**src/hdl/ttp_pkg.sv**
```systemverilog
// ----------------------------------------------------------------------------
// ttp_pkg: shared types and helpers for the trapezoidal trajectory planner
// Operation codes, request and response records of the shared arithmetic
// unit, and Q16.16 saturation helpers.
// ----------------------------------------------------------------------------
package ttp_pkg;

    localparam logic signed [31:0] Q_MAX = 32'sh7FFF_FFFF;
    localparam logic signed [31:0] Q_MIN = 32'sh8000_0000;

    // Quotient and root iteration counts
    localparam int QDIV_STEPS = 48;
    localparam int STOP_STEPS = 64;
    localparam int SQRT_STEPS = 24;

    typedef enum logic [2:0] {
        ALU_MUL  = 3'd0,   // (a*b)/2^16
        ALU_MULH = 3'd1,   // (a*b)/2^17
        ALU_QDIV = 3'd2,   // (a*2^16)/b
        ALU_STOP = 3'd3,   // (a*a)/(2*b), integer
        ALU_SQRT = 3'd4    // floor(sqrt(a*2^16))
    } t_alu_op;

    typedef struct packed {
        logic               start;
        t_alu_op            op;
        logic signed [31:0] a;
        logic signed [31:0] b;
    } t_alu_req;

    typedef struct packed {
        logic               done;
        logic signed [31:0] res;
    } t_alu_rsp;

    // Sign-extend to the 34-bit working width
    function automatic logic signed [33:0] f_sx34(input logic signed [31:0] v);
        return {{2{v[31]}}, v};
    endfunction

    // Clamp a 34-bit value to signed 32 bits
    function automatic logic signed [31:0] f_sat34(input logic signed [33:0] v);
        logic signed [31:0] r;
        if (v[33:31] == 3'b000 || v[33:31] == 3'b111) begin
            r = v[31:0];
        end else if (v[33]) begin
            r = Q_MIN;
        end else begin
            r = Q_MAX;
        end
        return r;
    endfunction

endpackage

```
**src/hdl/ttp_alu.sv**
```systemverilog
// ----------------------------------------------------------------------------
// ttp_alu: shared multi-cycle arithmetic unit
// One 32x32 multiplier, a restoring divider (one quotient bit per cycle) and
// a digit-by-digit square root (one root bit per cycle), all saturating.
// ----------------------------------------------------------------------------
module ttp_alu (
    input  logic              i_clk,
    input  logic              i_rst_n,
    input  ttp_pkg::t_alu_req i_req,
    output ttp_pkg::t_alu_rsp o_rsp
);

    typedef enum logic [4:0] {
        AS_IDLE = 5'b00001,
        AS_MUL  = 5'b00010,
        AS_DIV  = 5'b00100,
        AS_DFIN = 5'b01000,
        AS_SQRT = 5'b10000
    } t_alu_state;

    t_alu_state         r_state;
    ttp_pkg::t_alu_op   r_op;
    logic signed [63:0] r_prod;
    logic [63:0]        r_quo;
    logic [32:0]        r_rem;
    logic [32:0]        r_dvs;
    logic               r_neg;
    logic [5:0]         r_cnt;
    logic [23:0]        r_root;
    logic [25:0]        r_srem;
    logic [47:0]        r_sn;
    logic signed [31:0] r_res;
    logic               r_done;

    logic signed [31:0] mul_b;
    logic signed [63:0] mul_p;
    logic [31:0]        mag_a;
    logic [31:0]        mag_b;
    logic signed [63:0] adj;
    logic signed [63:0] shv;
    logic signed [31:0] mul_res;
    logic [33:0]        div_rs;
    logic [33:0]        div_diff;
    logic               div_ge;
    logic [63:0]        quo_neg;
    logic [27:0]        sq_rem2;
    logic [27:0]        sq_trial;
    logic               sq_ge;

    // Multiplier (a*b, or a*a for the stop distance) and operand magnitudes
    always_comb begin
        mul_b = (i_req.op == ttp_pkg::ALU_STOP) ? i_req.a : i_req.b;
        mul_p = i_req.a * mul_b;
        mag_a = i_req.a[31] ? (32'd0 - i_req.a) : i_req.a;
        mag_b = i_req.b[31] ? (32'd0 - i_req.b) : i_req.b;
    end

    // Scale the product with truncation toward zero, then clamp
    always_comb begin
        if (r_prod[63]) begin
            adj = r_prod + ((r_op == ttp_pkg::ALU_MULH) ? 64'sd131071 : 64'sd65535);
        end else begin
            adj = r_prod;
        end
        shv = (r_op == ttp_pkg::ALU_MULH) ? (adj >>> 17) : (adj >>> 16);
        if (shv[63:31] == '0 || shv[63:31] == '1) begin
            mul_res = shv[31:0];
        end else if (shv[63]) begin
            mul_res = ttp_pkg::Q_MIN;
        end else begin
            mul_res = ttp_pkg::Q_MAX;
        end
    end

    // One divider step and one root step
    always_comb begin
        div_rs   = {r_rem, r_quo[63]};
        div_diff = div_rs - {1'b0, r_dvs};
        div_ge   = (div_rs >= {1'b0, r_dvs});
        quo_neg  = 64'd0 - r_quo;
        sq_rem2  = {r_srem, r_sn[47:46]};
        sq_trial = {2'b00, r_root, 2'b01};
        sq_ge    = (sq_rem2 >= sq_trial);
    end

    always_ff @(posedge i_clk) begin
        if (!i_rst_n) begin
            r_state <= AS_IDLE;
            r_done  <= 1'b0;
            r_op    <= ttp_pkg::ALU_MUL;
            r_prod  <= '0;
            r_quo   <= '0;
            r_rem   <= '0;
            r_dvs   <= '0;
            r_neg   <= 1'b0;
            r_cnt   <= '0;
            r_root  <= '0;
            r_srem  <= '0;
            r_sn    <= '0;
            r_res   <= '0;
        end else begin
            r_done <= 1'b0;
            unique case (r_state)
                AS_IDLE: begin
                    if (i_req.start) begin
                        r_op <= i_req.op;
                        unique case (i_req.op)
                            ttp_pkg::ALU_MUL, ttp_pkg::ALU_MULH: begin
                                r_prod  <= mul_p;
                                r_state <= AS_MUL;
                            end
                            ttp_pkg::ALU_STOP: begin
                                r_prod  <= mul_p;
                                r_dvs   <= {i_req.b, 1'b0};
                                r_state <= AS_MUL;
                            end
                            ttp_pkg::ALU_QDIV: begin
                                if (i_req.b == 32'sd0) begin
                                    // Divide by zero: clamp by numerator sign
                                    if (i_req.a[31]) begin
                                        r_res <= ttp_pkg::Q_MIN;
                                    end else if (i_req.a != 32'sd0) begin
                                        r_res <= ttp_pkg::Q_MAX;
                                    end else begin
                                        r_res <= '0;
                                    end
                                    r_done <= 1'b1;
                                end else begin
                                    // Skip the 16 leading zero bits of |a|*2^16
                                    r_quo   <= {mag_a, 32'd0};
                                    r_rem   <= '0;
                                    r_dvs   <= {1'b0, mag_b};
                                    r_neg   <= i_req.a[31] ^ i_req.b[31];
                                    r_cnt   <= 6'(ttp_pkg::QDIV_STEPS - 1);
                                    r_state <= AS_DIV;
                                end
                            end
                            ttp_pkg::ALU_SQRT: begin
                                if (i_req.a[31] || i_req.a == 32'sd0) begin
                                    r_res  <= '0;
                                    r_done <= 1'b1;
                                end else begin
                                    r_sn    <= {1'b0, i_req.a[30:0], 16'd0};
                                    r_root  <= '0;
                                    r_srem  <= '0;
                                    r_cnt   <= 6'(ttp_pkg::SQRT_STEPS - 1);
                                    r_state <= AS_SQRT;
                                end
                            end
                            default: begin
                                r_res  <= '0;
                                r_done <= 1'b1;
                            end
                        endcase
                    end
                end
                AS_MUL: begin
                    if (r_op == ttp_pkg::ALU_STOP) begin
                        if (r_dvs == '0) begin
                            r_res   <= (r_prod != 64'sd0) ? ttp_pkg::Q_MAX : 32'sd0;
                            r_done  <= 1'b1;
                            r_state <= AS_IDLE;
                        end else begin
                            r_quo   <= r_prod;
                            r_rem   <= '0;
                            r_neg   <= 1'b0;
                            r_cnt   <= 6'(ttp_pkg::STOP_STEPS - 1);
                            r_state <= AS_DIV;
                        end
                    end else begin
                        r_res   <= mul_res;
                        r_done  <= 1'b1;
                        r_state <= AS_IDLE;
                    end
                end
                AS_DIV: begin
                    // Shift in one dividend bit, subtract when it fits
                    r_rem <= div_ge ? div_diff[32:0] : div_rs[32:0];
                    r_quo <= {r_quo[62:0], div_ge};
                    if (r_cnt == '0) begin
                        r_state <= AS_DFIN;
                    end else begin
                        r_cnt <= r_cnt - 6'd1;
                    end
                end
                AS_DFIN: begin
                    // Apply sign and clamp
                    if (!r_neg) begin
                        r_res <= (r_quo > 64'h7FFF_FFFF) ? ttp_pkg::Q_MAX : r_quo[31:0];
                    end else begin
                        r_res <= (r_quo > 64'h8000_0000) ? ttp_pkg::Q_MIN : quo_neg[31:0];
                    end
                    r_done  <= 1'b1;
                    r_state <= AS_IDLE;
                end
                AS_SQRT: begin
                    // Bring down two radicand bits, try the next root bit
                    r_srem <= sq_ge ? 26'(sq_rem2 - sq_trial) : sq_rem2[25:0];
                    r_root <= {r_root[22:0], sq_ge};
                    r_sn   <= {r_sn[45:0], 2'b00};
                    if (r_cnt == '0) begin
                        r_res   <= {8'd0, r_root[22:0], sq_ge};
                        r_done  <= 1'b1;
                        r_state <= AS_IDLE;
                    end else begin
                        r_cnt <= r_cnt - 6'd1;
                    end
                end
                default: begin
                    r_state <= AS_IDLE;
                end
            endcase
        end
    end

    assign o_rsp.done = r_done;
    assign o_rsp.res  = r_res;

endmodule

```
**config.mk**
```make
export PLATFORM = sky130hd
export DESIGN_NAME = ttp_alu
export DESIGN_NICKNAME = d
export VERILOG_FILES = /design/src/hdl/ttp_pkg.sv /design/src/hdl/ttp_alu.sv
export SDC_FILE = /design/constraint.sdc
export NUM_CORES = 2
export LEC_CHECK = 0
export BUFFER_PORTS_ARGS = -buffer_cell sky130_fd_sc_hd__buf_2
export CAP_MARGIN = 20
export CORE_AREA = 2 2 359 361
export CTS_CLUSTER_SIZE = 8
export DETAILED_ROUTE_END_ITERATION = 6
export DIE_AREA = 0 0 361 363
export SYNTH_ARGS = -nofsm -noshare
export SYNTH_HDL_FRONTEND = slang
export SYNTH_SLANG_ARGS = --single-unit
```
**constraint.sdc**
```tcl
create_clock -name i_clk -period 19.55 [get_ports i_clk]
set_input_delay 0.9775 -clock i_clk [delete_from_list [all_inputs] [get_ports i_clk]]
set_output_delay 0.9775 -clock i_clk [all_outputs]
set_load 0.02 [all_outputs]
```
==> impl_metrics.toml <==
[setup_path]
crit_fanout = 59
cpMostUsedCell = "fa_1"
r2r_start = "r_op[2]"
path_delay_family = "adder cells"
crit_arrival_ps = 11000
worst-path-buf-inv = 9
endpoint_kind = "flop"
startpoint = "i_req[65]"
cp_slowest_stage_delay_ps = 1060
worstSetupPathType = "primary input to flop"
crit_slowest_cell = "fa_1"
critPathLaunchType = "primary input"
worst_ep_required_time_ps = 20000

[min_path]
min_path_type = "flop to flop"
hold_start = "r_dvs[17]"

[route]
wire_per_inst_um = 23.13
vias_per_cell = 5.775
ant_nets = 0
routed_wirelength_um = 193400
vias = 48280
drt_pass1_iterations = 5
drc = 0
drt_iter0_markers = 4069

[clock_tree]
clkSinkCount = 324
cts_max_level = 2
root_buffer = "clkbuf_16"
numCtsBuffers = 47
cts_buffer_depth = 3
clock_latency_ps = 630
cts.repair.resized = 0
cts_hold_buf = 0
cts_setup_buffers = 0
cts_tree = "built"
clkTransAtPathRegs_ps = 50

[logic_synthesis]
yosys_register_bits = 324
syn-cell-area_um2 = 57970
synth-xor-area-share_pct = 2.961
synthSimpleGateAreaFrac_pct = 19.09
ys_async_sr_fraction_pct = 0
yosysUniqueCellTypes = 95
yosys_warnings = 0
synth_compound_area_share_pct = 12.10
synth_fp_nets = 8317
synth_fa_ha_area_share_pct = 42.77
synth_top_flop_cell = "dfxtp_1"
yosysMostFrequentCell = "inv_1"
synthCells = 6915
synth-edff-count = 0
synth_top_area_share_pct = 37.40
synth_top_family_by_area = "adder cells"
ys_seq_area_share_pct = 11.19
synth.area.mux_share_pct = 1.390
syn_area_per_cell_um2 = 8.384
synth.largest_area_cell = "fa_1"
yosys-top-cells-area = "fa_1 (37%), dfxtp_1 (11%), inv_1 (7.3%), nand2_1 (5.9%), ha_1 (5.4%)"
synthTopCellsByCount = "inv_1 (1,124), fa_1 (1,083), nand2_1 (918)"

[sta]
timing.final.crit_period_ps = 10550
tns_ps = 0
slew_viol_final = 0
skew_ps = 80.06
slew_headroom_pct = 29.59
hold_violations = 0
clock.fmax_mhz = 94.78
fin_crit_sh_pct = 53.97
grt_setup_unrepaired = "no"
tightest_slew_ps = 1056
finalSetupViolCount = 0

[placement]
place.port_buffers = 102
dpl.hpwl_um = 143500
place_congestion = 0.9347

[final_layout]
drive_gt1_share_pct = 5.214
multi_input_area_um2 = 45580
fillers = 12480
fin_nets = 8089
area_growth_pct = 5.126
ff_latch_area_um2 = 6487

[floorplan]
fp-row-count = 131
die_h_um = 363
dieArea_um2 = 131000
die_w_um = 361
start_util_pct = 45.64
pin_count = 103
core_region_area_um2 = 127000

[global_routing]
antenna_found_initial = 8
grt_overflow = 0
first_global_vias = 49610
grtUsageTotal_pct = 29.73
grt_pass1_wl_um = 299600
grt_max_degree = 83

[outcome]
outcome = "finished, final reports clean"

[run]
maxCapViolations = 0
## final cells by class
cell class,instances,area share [%]
Clock inverter,4,0.1232
Multi-Input combinational cell,4989,74.79
Inverter,1126,6.943
Clock buffer,52,1.977
Antenna cell,5,0.02053
Timing Repair Buffer,199,2.086
Tap cell,1662,3.412
Sequential cell,324,10.64
## stage by stage
stage                     cell area (µm²)  hold slack [ps]  std cells  setup WS, ps  utilization [%]
final                               60950            457.2       8361          9000            47.98
after global routing                60930            487.9       8356          8251            47.97
after CTS                           60880            437.0       8353          8971            47.93
after detailed placement            59600            447.7       8297          8391            46.92
after global placement              59600            443.0       8297          8507            46.92
after floorplan                     57970            426.3       6915          9896                -
## metal layers
layer | vias to the layer above | wire length [µm] | part of all wire, % | global-route usage (%)
li1 | 21420 | - | - | -
met5 | - | 12 | 0.0062 | 0
met3 | 465 | 16520 | 8.5 | 5.957
met2 | 2017 | 88970 | 46 | 48.79
met1 | 24380 | 78770 | 41 | 38.56
met4 | 2 | 9122 | 4.7 | 11.91
## worst reg2reg max path, stage by stage (launching register included)
cell,delay (ps)
dfxtp_1,360
or3b_2,130
buf_4,500
clkinv_1,250
ha_1,330
inv_1,160
nor2_1,70
a31oi_1,690
nor4_1,140
xnor2_1,160
a2111oi_0,640
nand4b_1,240
o31ai_4,870
o21ai_0,560
a21oi_1,250
## registers in the layout, summed over array words and instances (netlist names), 24 cells and up
register and count:
r_dvs 33, r_srem 26, r_prod 64, r_root 24, r_sn 32, r_quo 64
r_res 32, r_rem 33
## placed cells by master, fill, tap and decap left out, types with 18 or more instances in the layout
cell type,netlist,routed
inv_1,1124,1124
fa_1,1083,1083
nand2_1,918,906
nor2_1,377,375
dfxtp_1,324,323
a21oi_1,312,309
and2_1,267,265
o21ai_0,256,256
ha_1,249,249
nor2b_1,225,225
xnor2_1,118,118
buf_2,16,102
nor3_1,96,96
buf_4,4,94
nand3_1,90,89
xor2_1,78,78
a211oi_1,73,73
mux2i_1,76,70
nor4_1,60,60
a21o_1,56,56
and3_1,50,50
clkbuf_16,0,47
nand4_1,44,44
a221oi_1,44,44
nand2b_1,43,43
o21a_1,34,34
a311oi_1,31,31
or3_1,27,27
a31oi_1,27,27
o211ai_1,26,26
o21ai_1,26,25
o31ai_1,24,23
o21bai_1,21,21
a221o_1,20,20
or2_2,18,18
## cell families after synthesis
group,Yosys count
muxes,80
adders and majority gates,1332
AOI/OAI and AO/OA,1087
DFF,324
and+or+nand+nor,2294
xor gates and xnor gates,196
buffers and inverters,1602
## path summary, 6_finish.rpt
check | depth (start not counted) | end | slack, ps
max reg2reg | 14 | r_res[14] | 14150
min reg2reg | 2 | r_dvs[17] | 460
min | 2 | r_dvs[17] | 460
max | 31 | r_prod[60] | 9000
Power is not shown: default switching activity piles up to over one toggle a cycle in this logic, so the estimate is an artifact.
